===== config.mk =====
export PLATFORM = sky130hd
export DESIGN_NAME = alc_cell
export DESIGN_NICKNAME = d
export VERILOG_FILES = /design/src/rtl/alc_pkg.sv /design/src/rtl/alc_cell.sv
export SDC_FILE = /design/constraint.sdc
export NUM_CORES = 1
export LEC_CHECK = 0
export BUFFER_PORTS_ARGS = -buffer_cell sky130_fd_sc_hd__buf_2
export CORE_MARGIN = 8
export CORE_UTILIZATION = 35
export CTS_CLUSTER_DIAMETER = 100
export DETAILED_ROUTE_END_ITERATION = 12
export PLACE_DENSITY = 0.74
export SYNTH_ARGS = -nofsm -noshare
export SYNTH_HDL_FRONTEND = slang
export SYNTH_SLANG_ARGS = --single-unit

===== constraint.sdc =====
create_clock -name clk -period 2.44 [get_ports clk]
set_clock_uncertainty 0.15 [all_clocks]
set_input_delay 0.122 -clock clk [delete_from_list [all_inputs] [get_ports clk]]
set_output_delay 0.122 -clock clk [all_outputs]
set_load 0.01 [all_outputs]

===== src/rtl/alc_pkg.sv =====
// ----------------------------------------------------------------------------
// Array list engine package
// Shared types, codes and field widths for the list engine and its cells.
// ----------------------------------------------------------------------------
package alc_pkg;

  localparam int DEPTH_DEFAULT = 64;

  localparam int OP_W  = 3;
  localparam int POS_W = 6;
  localparam int VAL_W = 31;
  localparam int ST_W  = 3;
  localparam int CNT_W = 7;

  typedef enum logic [OP_W-1:0] {
    OP_APPEND = 3'd0,
    OP_INSERT = 3'd1,
    OP_DELETE = 3'd2,
    OP_SEARCH = 3'd3,
    OP_MAX    = 3'd4,
    OP_READ   = 3'd5,
    OP_CLEAR  = 3'd6
  } op_t;

  typedef enum logic [ST_W-1:0] {
    STAT_OK        = 3'd0,
    STAT_BAD_INDEX = 3'd1,
    STAT_FULL      = 3'd2,
    STAT_EMPTY     = 3'd3,
    STAT_NO_MATCH  = 3'd4
  } status_t;

  // Command that every cell carries out at the clock edge.
  typedef enum logic [2:0] {
    CMD_NONE   = 3'd0,
    CMD_APPEND = 3'd1,
    CMD_INSERT = 3'd2,
    CMD_DELETE = 3'd3,
    CMD_ROTATE = 3'd4
  } cell_cmd_t;

  typedef struct packed {
    cell_cmd_t              cmd;
    logic [POS_W-1:0]       pos;
    logic [CNT_W-1:0]       count;
    logic [VAL_W-1:0]       val;
  } alc_ctl_t;

endpackage


===== src/rtl/alc_cell.sv =====
// ----------------------------------------------------------------------------
// Array list cell
// Holds one list word and takes a neighbor's word on shifts and rotations.
// ----------------------------------------------------------------------------
module alc_cell #(
  parameter int IDX = 0
) (
  input  logic                      clk,
  input  alc_pkg::alc_ctl_t         ctl,
  input  logic [alc_pkg::VAL_W-1:0] left,
  input  logic [alc_pkg::VAL_W-1:0] right,
  output logic [alc_pkg::VAL_W-1:0] word
);
  import alc_pkg::*;

  localparam logic [CNT_W-1:0] IDX_C  = CNT_W'(IDX);
  localparam logic [CNT_W-1:0] NEXT_C = CNT_W'(IDX + 1);

  logic [CNT_W-1:0] pos_c;
  logic [VAL_W-1:0] word_next;

  assign pos_c = CNT_W'(ctl.pos);

  always_comb begin
    word_next = word;
    case (ctl.cmd)
      CMD_APPEND: begin
        if (IDX_C == ctl.count) word_next = ctl.val;
      end
      CMD_INSERT: begin
        if (IDX_C == pos_c) begin
          word_next = ctl.val;
        end else if (IDX_C > pos_c && IDX_C <= ctl.count) begin
          word_next = left;
        end
      end
      CMD_DELETE: begin
        if (IDX_C >= pos_c && NEXT_C < ctl.count) word_next = right;
      end
      CMD_ROTATE: word_next = right;
      default:    word_next = word;
    endcase
  end

  always_ff @(posedge clk) begin
    word <= word_next;
  end

endmodule


==> out/metrics.yaml, run 1 <==
status:
  status: "complete, no violations"
sta:
  setup_viol: 0
  hold_viol: 0
  post-route-min-period_ns: 2.21
  fmax_ghz: 0.452
  fin_crit_sh: 0.906
  tightest_slew_ns: 0.780
  max-slew-margin-rel: 0.480
  finalSetupTns_ns: 0
  grt_setup_unrepaired: "false"
  slew_violations: 0
setup_path:
  startpoint_type: "input pin"
  end_kind: "flip-flop"
  cp_num_buf_inv: 3
  cpPeakStageDelay_ns: 0.56
  crit_chain: "buf_2, nor4_1, a21oi_2, buf_4, a221o_1, dlygate4sd3_1"
  cp.arrival_ns: 2.08
  cp.depth: 6
  crit_fanout: 31
  crit_required_ns: 2.31
  cpMaxStageDelayCell: "dlygate4sd3_1"
  worstSetupPathType: "input pin to flip-flop"
  cp_top_family: "buffers and inverters"
clocking:
  cts.sinks: 31
  clk_pin_slew_ns: 0.06
  cts_tree: "done"
  htreeDepth: 2
  root_buffer: "clkbuf_8"
  cts_resized: 0
  cts_buffers: 5
  clockBufferDepth: 2
cells_and_area:
  largest_register_ffs: 31
  final_common_cell: "buf_2"
  stdcell_count: 354
  largestRegisters: "word: 31 flops"
  drive_gt1_frac: 0.554
  final_core_util: 0.585
  seq_area_um2: 931
  area_growth_pct: 61.5
  regMostFlops: "word"
  nets: 397
  insertedDiodeCount: 0
  fillers: 397
  final_cell_mix: "buf_2 (140), edfxtp_1 (31), o21a_1 (30), a221o_1 (30), dlygate4sd3_1 (21)"
  multi_input_area_um2: 711
global_route:
  grt_overflow: 0
  grt_pass1_wl_um: 9930
  grt_pass1_vias: 1968
  antenna_found_initial: 0
  grt_usage: 0.173
  grt_max_degree: 32
die:
  io_pins: 141
  rows: 25
  die_area_mm2: 0.00738
  coreArea_mm2: 0.00472
  die_w_um: 85.9
  fp.dieH_um: 85.9
  start_util: 0.362
hold_path:
  hold_path.class: "input pin to flip-flop"
  min_path_cells: 2
  hp-start: "ctl[18]"
  whs_endpoint: "word[18]"
route:
  drtIter0Drc: 126
  first_pass_iters: 6
  via_count: 1859
  ant_nets: 0
  drc_errors: 0
  totalWireLength_um: 6760
  vias_per_cell: 5.25
  post_drt_wl_per_cell_um: 19.1
job:
  cap_violations: 0
synthesis:
  ys_types: 25
  yosysSeqAreaShare: 0.544
  syn_inst: 126
  yosys_warnings: 0
  yosys_register_bits: 31
  yosysTopAreaCellShare: 0.544
  avgSynthCellArea_um2: 13.6
  synth_nets: 236
  yosys.area.top_type: "edfxtp_1"
  synth_area_leaders: "edfxtp_1 (54%), a221o_1 (18%), o21a_1 (13%)"
  syn_area_mm2: 0.00171
pwr:
  ir_worst_vdd_mv: 0.185
  p_per_area_mw_per_mm2: 479
  cellLeakagePower_nw: 1.22
placement:
  gp_congestion: 0.807
  dp_cells: 326
  hpwl_um: 4900
  port-buffer-count: 140
-- area by class of cell --
class                   count  area share
clock buffers               5      0.0249
multi-input cells          81       0.257
repair buffers            167       0.346
clock inverters             2     0.00317
inverters                   1     0.00136
well taps                  67      0.0303
flip-flops and latches     31       0.337
-- per-stage QoR --
stage	instance area (µm²)	hold slack, ns	setup WS, ns	total power [mW]
after floorplan	1710	0.186	0.162	0.783
final	2760	0.00896	0.230	1.32
after global placement	2470	0.273	0.350	0.923
after global routing	2760	0.000103	0.127	1.39
after detailed placement	2470	0.275	0.286	0.929
after CTS	2710	0.000918	0.267	1.32
-- report_power, final --
group          internal, mW  switching [mW]  total, mW
clock network         0.189           0.173      0.362
registers             0.630         0.00748      0.638
logic                 0.182           0.141      0.323
-- worst max path at each step --
stage                  from  endpoint  slack [ns]
floorplan           ctl[37]   word[0]        0.16
global route        ctl[39]  word[27]        0.13
global placement    ctl[37]   word[1]        0.35
finish              ctl[39]  word[12]        0.23
CTS                 ctl[39]  word[29]        0.27
detailed placement  ctl[37]   word[9]        0.29
-- routing by layer --
| layer | vias to the layer above | routed length, µm | GRT usage |
|---|---|---|---|
| met5 | - | 0 | 0 |
| met1 | 875 | 2550 | 0.186 |
| met2 | 103 | 3400 | 0.300 |
| li1 | 866 | - | - |
| met4 | 0 | 199 | 0.0860 |
| met3 | 15 | 607 | 0.0544 |
-- timing repair --
action | in CTS | in global routing
buffers inserted | 0 | 0
hold buffers | 16 | 5
endpoints found under the hold margin | 8 | 3
-- cell families (layout without fill, tap and decap cells) --
| kind of cell | count (synthesis) | after routing | share of synthesized area |
|---|---|---|---|
| compound gates | 66 | 66 | 0.344 |
| flops | 31 | 31 | 0.544 |
| simple gates | 15 | 15 | 0.0658 |
| buf+inv | 14 | 175 | 0.0461 |
-- cell usage after synthesis, drive strengths merged --
cell	number
clkbuf	7
o21ai	1
and3b	1
nor3	2
nor4	1
o32ai	1
a221o	30
buf	6
nor2b	1
o2111ai	1
o211ai	1
nor3b	1
or4b	2
or4	2
o21a	30
a21oi	1
edfxtp	31
inv	1
or2	2
or3b	2
nor2	1
a211o	1
(Power assumes the default switching activity.)
==> run 2: changes to the inputs <==
--- a/config.mk
+++ b/config.mk
@@ -5,9 +5,10 @@
 export SDC_FILE = /design/constraint.sdc
 export NUM_CORES = 1
 export LEC_CHECK = 0
+export ABC_AREA = 1
 export BUFFER_PORTS_ARGS = -buffer_cell sky130_fd_sc_hd__buf_2
 export CORE_MARGIN = 8
-export CORE_UTILIZATION = 35
+export CORE_UTILIZATION = 40
 export CTS_CLUSTER_DIAMETER = 100
 export DETAILED_ROUTE_END_ITERATION = 12
 export PLACE_DENSITY = 0.74
==> out/metrics.yaml, run 2 <==
cells_and_area:
  nets: 636  # +60%
  insertedDiodeCount: 0  # unchanged
  area_growth_pct: 33.6
  drive_gt1_frac: 0.302  # -0.252
  regMostFlops: "word"
  final_common_cell: "buf_2"
  largestRegisters: "word: 31 flops"
  fillers: 609  # +53%
  final_cell_mix: "buf_2 (140), nand2_1 (132), nand3_1 (98), inv_1 (80), edfxtp_1 (31)"
  largest_register_ffs: 31  # unchanged
  stdcell_count: 601  # +70%
  final_core_util: 0.556  # -0.0291
synthesis:
  synth_area_leaders: "edfxtp_1 (38%), nand2_1 (20%), nand3_1 (20%)"
  synth_nets: 503  # +110%
  netlist_top_cells_count: "nand2_1 (132), nand3_1 (98), inv_1 (80)"
  ys_types: 14  # -44%
  yosysTopAreaCellShare: 0.378  # -0.166
  post-synth-top-count-cell: "nand2_1"
  syn_area_mm2: 0.00246  # +44%
  yosys_warnings: 0  # unchanged
  yosys.area.top_type: "edfxtp_1"
  syn_inst: 393  # +210%
  avgSynthCellArea_um2: 6.27  # -54%
  yosys_register_bits: 31  # unchanged
  synth_ff_type: "edfxtp_1"
  synth-edff-count: 31  # unchanged
  yosysSeqAreaShare: 0.378  # -0.166
  async_flop_share: 0  # unchanged
route:
  ant_nets: 0  # unchanged
  first_pass_iters: 4  # -2
  post_drt_wl_per_cell_um: 12.9  # -32%
  totalWireLength_um: 7760  # +15%
  via_count: 2803  # +51%
  drc_errors: 0  # unchanged
  vias_per_cell: 4.66  # -11%
  drtIter0Drc: 173  # +37%
pwr:
  power_mw: 1.57  # +19%
  ir_worst_vdd_mv: 0.224  # +21%
  p_per_area_mw_per_mm2: 477  # -0.47%
  cellLeakagePower_nw: 1.96  # +61%
clocking:
  clockBufferDepth: 2  # unchanged
  clk_pin_slew_ns: 0.07  # about the same
  cts_resized: 0  # unchanged
  cts-hold-fix-buffers: 0  # -16
  cts_setup_buffers: 0  # unchanged
  cts_tree: "done"
  cts_buffers: 5  # unchanged
  root_buffer: "clkbuf_8"
  cts.sinks: 31  # unchanged
  htreeDepth: 2  # unchanged
status:
  status: "complete, no violations"
setup_path:
  crit_required_ns: 2.32  # about the same
  cp_num_buf_inv: 3  # unchanged
  startpoint_type: "input pin"
  cp.arrival_ns: 1.54  # -0.54 ns
  crit_chain: "buf_2, o21ai_2, buf_4, nand2_2, nand3_1, nand2_1, inv_1, nand2_1"
  worstSetupPathType: "input pin to flip-flop"
  crit_fanout: 32  # +3.2%
  cpMaxStageDelayCell: "nand2_2"
  cp_top_family: "simple AND/OR/NAND/NOR gates"
  cpPeakStageDelay_ns: 0.43  # -0.13 ns
  end_kind: "flip-flop"
  critPathLaunch: "ctl[44]"
  path_common_cell: "nand2_1"
die:
  coreArea_mm2: 0.00592  # +25%
  io_pins: 141  # unchanged
  start_util: 0.416  # +0.0538
  fp.dieH_um: 94.5  # +10%
  die_w_um: 94.5  # +10%
  die_area_mm2: 0.00892  # +21%
  rows: 28  # +12%
sta:
  finalSetupTns_ns: 0  # unchanged
  max-slew-margin-rel: 0.614  # +0.134
  hold_viol: 0  # unchanged
  fmax_ghz: 0.601  # +33%
  fin_crit_sh: 0.682  # -0.223
  setup_viol: 0  # unchanged
  holdWs_ns: 0.0199  # +0.0110 ns
  post-route-min-period_ns: 1.66  # -0.545 ns
  grt_setup_unrepaired: "false"
  tightest_slew_ns: 0.577  # -0.203 ns
  slew_violations: 0  # unchanged
global_route:
  grt_max_degree: 33  # +3.1%
  antenna_found_initial: 0  # unchanged
  grt_pass1_vias: 2917  # +48%
  grt_pass1_wl_um: 12500  # +26%
  grt_overflow: 0  # unchanged
  grt_usage: 0.172  # -0.00132
job:
  cap_violations: 0  # unchanged
placement:
  hpwl_um: 5910  # +21%
  dp_cells: 594  # +82%
  port-buffer-count: 140  # unchanged
  gp_congestion: 0.765  # -5.1%
hold_path:
  hold_path.class: "input pin to flip-flop"
  min_path_cells: 3  # +1
  whs_endpoint: "word[21]"
  hp-start: "right[21]"
[run 2: cell types whose count changed in the layout (fill, tap and decap cells not counted), moves of 21 or more]
cell / delta
inv_1: +79
nand2_1: +132
a221o_1: -30
nand3_1: +98
dlygate4sd3_1: -21
o21a_1: -30
[run 2: logic make-up (layout without fill, tap and decap cells)]
kind of cell,Yosys count,after routing,share of synthesized area
AND/OR/NAND/NOR,241,241,0.418
flip-flops,31,31,0.378
buffers and inverters,118,251,0.196
AO/OA/AOI/OAI,3,3,0.00762
[run 2: worst min-delay path, stage by stage]
cell and delay (ns):
buf_2 0.07, nand3_1 0.06, nand3_1 0.08
[run 2: worst max-delay path by stage]
| stage | end | cells past startpoint |
|---|---|---|
| floorplan | word[0] | 5 |
| global placement | word[27] | 7 |
| detailed placement | word[22] | 8 |
| CTS | word[22] | 8 |
| global route | word[20] | 8 |
| finish | word[22] | 8 |
[run 2: metal layers]
metal,GRT usage,wire [µm],share of wire,vias to the layer above
li1,-,-,-,1463
met1,0.187,3110,0.40,1200
met2,0.315,3780,0.49,130
met3,0.0444,735,0.095,10
met4,0.0585,132,0.017,0
met5,0,0,0,-
[run 2: power by group]
part	switching (mW)	leakage, nW	internal (mW)	total, mW
combinational	0.276	1.63	0.199	0.475
clock	0.185	0.0414	0.190	0.374
sequential	0.0241	0.293	0.695	0.719
total	0.485	1.96	1.08	1.57
[run 2: through the flow]
stage | area, µm² | worst slack (ns)
2_1_floorplan | 2460 | 0.465
3_3_place_gp | 3210 | 0.579
3_5_place_dp | 3210 | 0.514
4_1_cts | 3290 | 0.803
5_1_grt | 3290 | 0.617
6_report | 3290 | 0.775
[run 2: area by class of cell]
class                      instances  area, µm²  area share
timing repair buffer             147        766       0.233
clock inverter                     2       8.76     0.00266
multi-input combinational        244       1060       0.322
tap                               75       93.8      0.0285
clock buffer                       5       68.8      0.0209
inverter                          97        364       0.111
sequential                        31        931       0.283
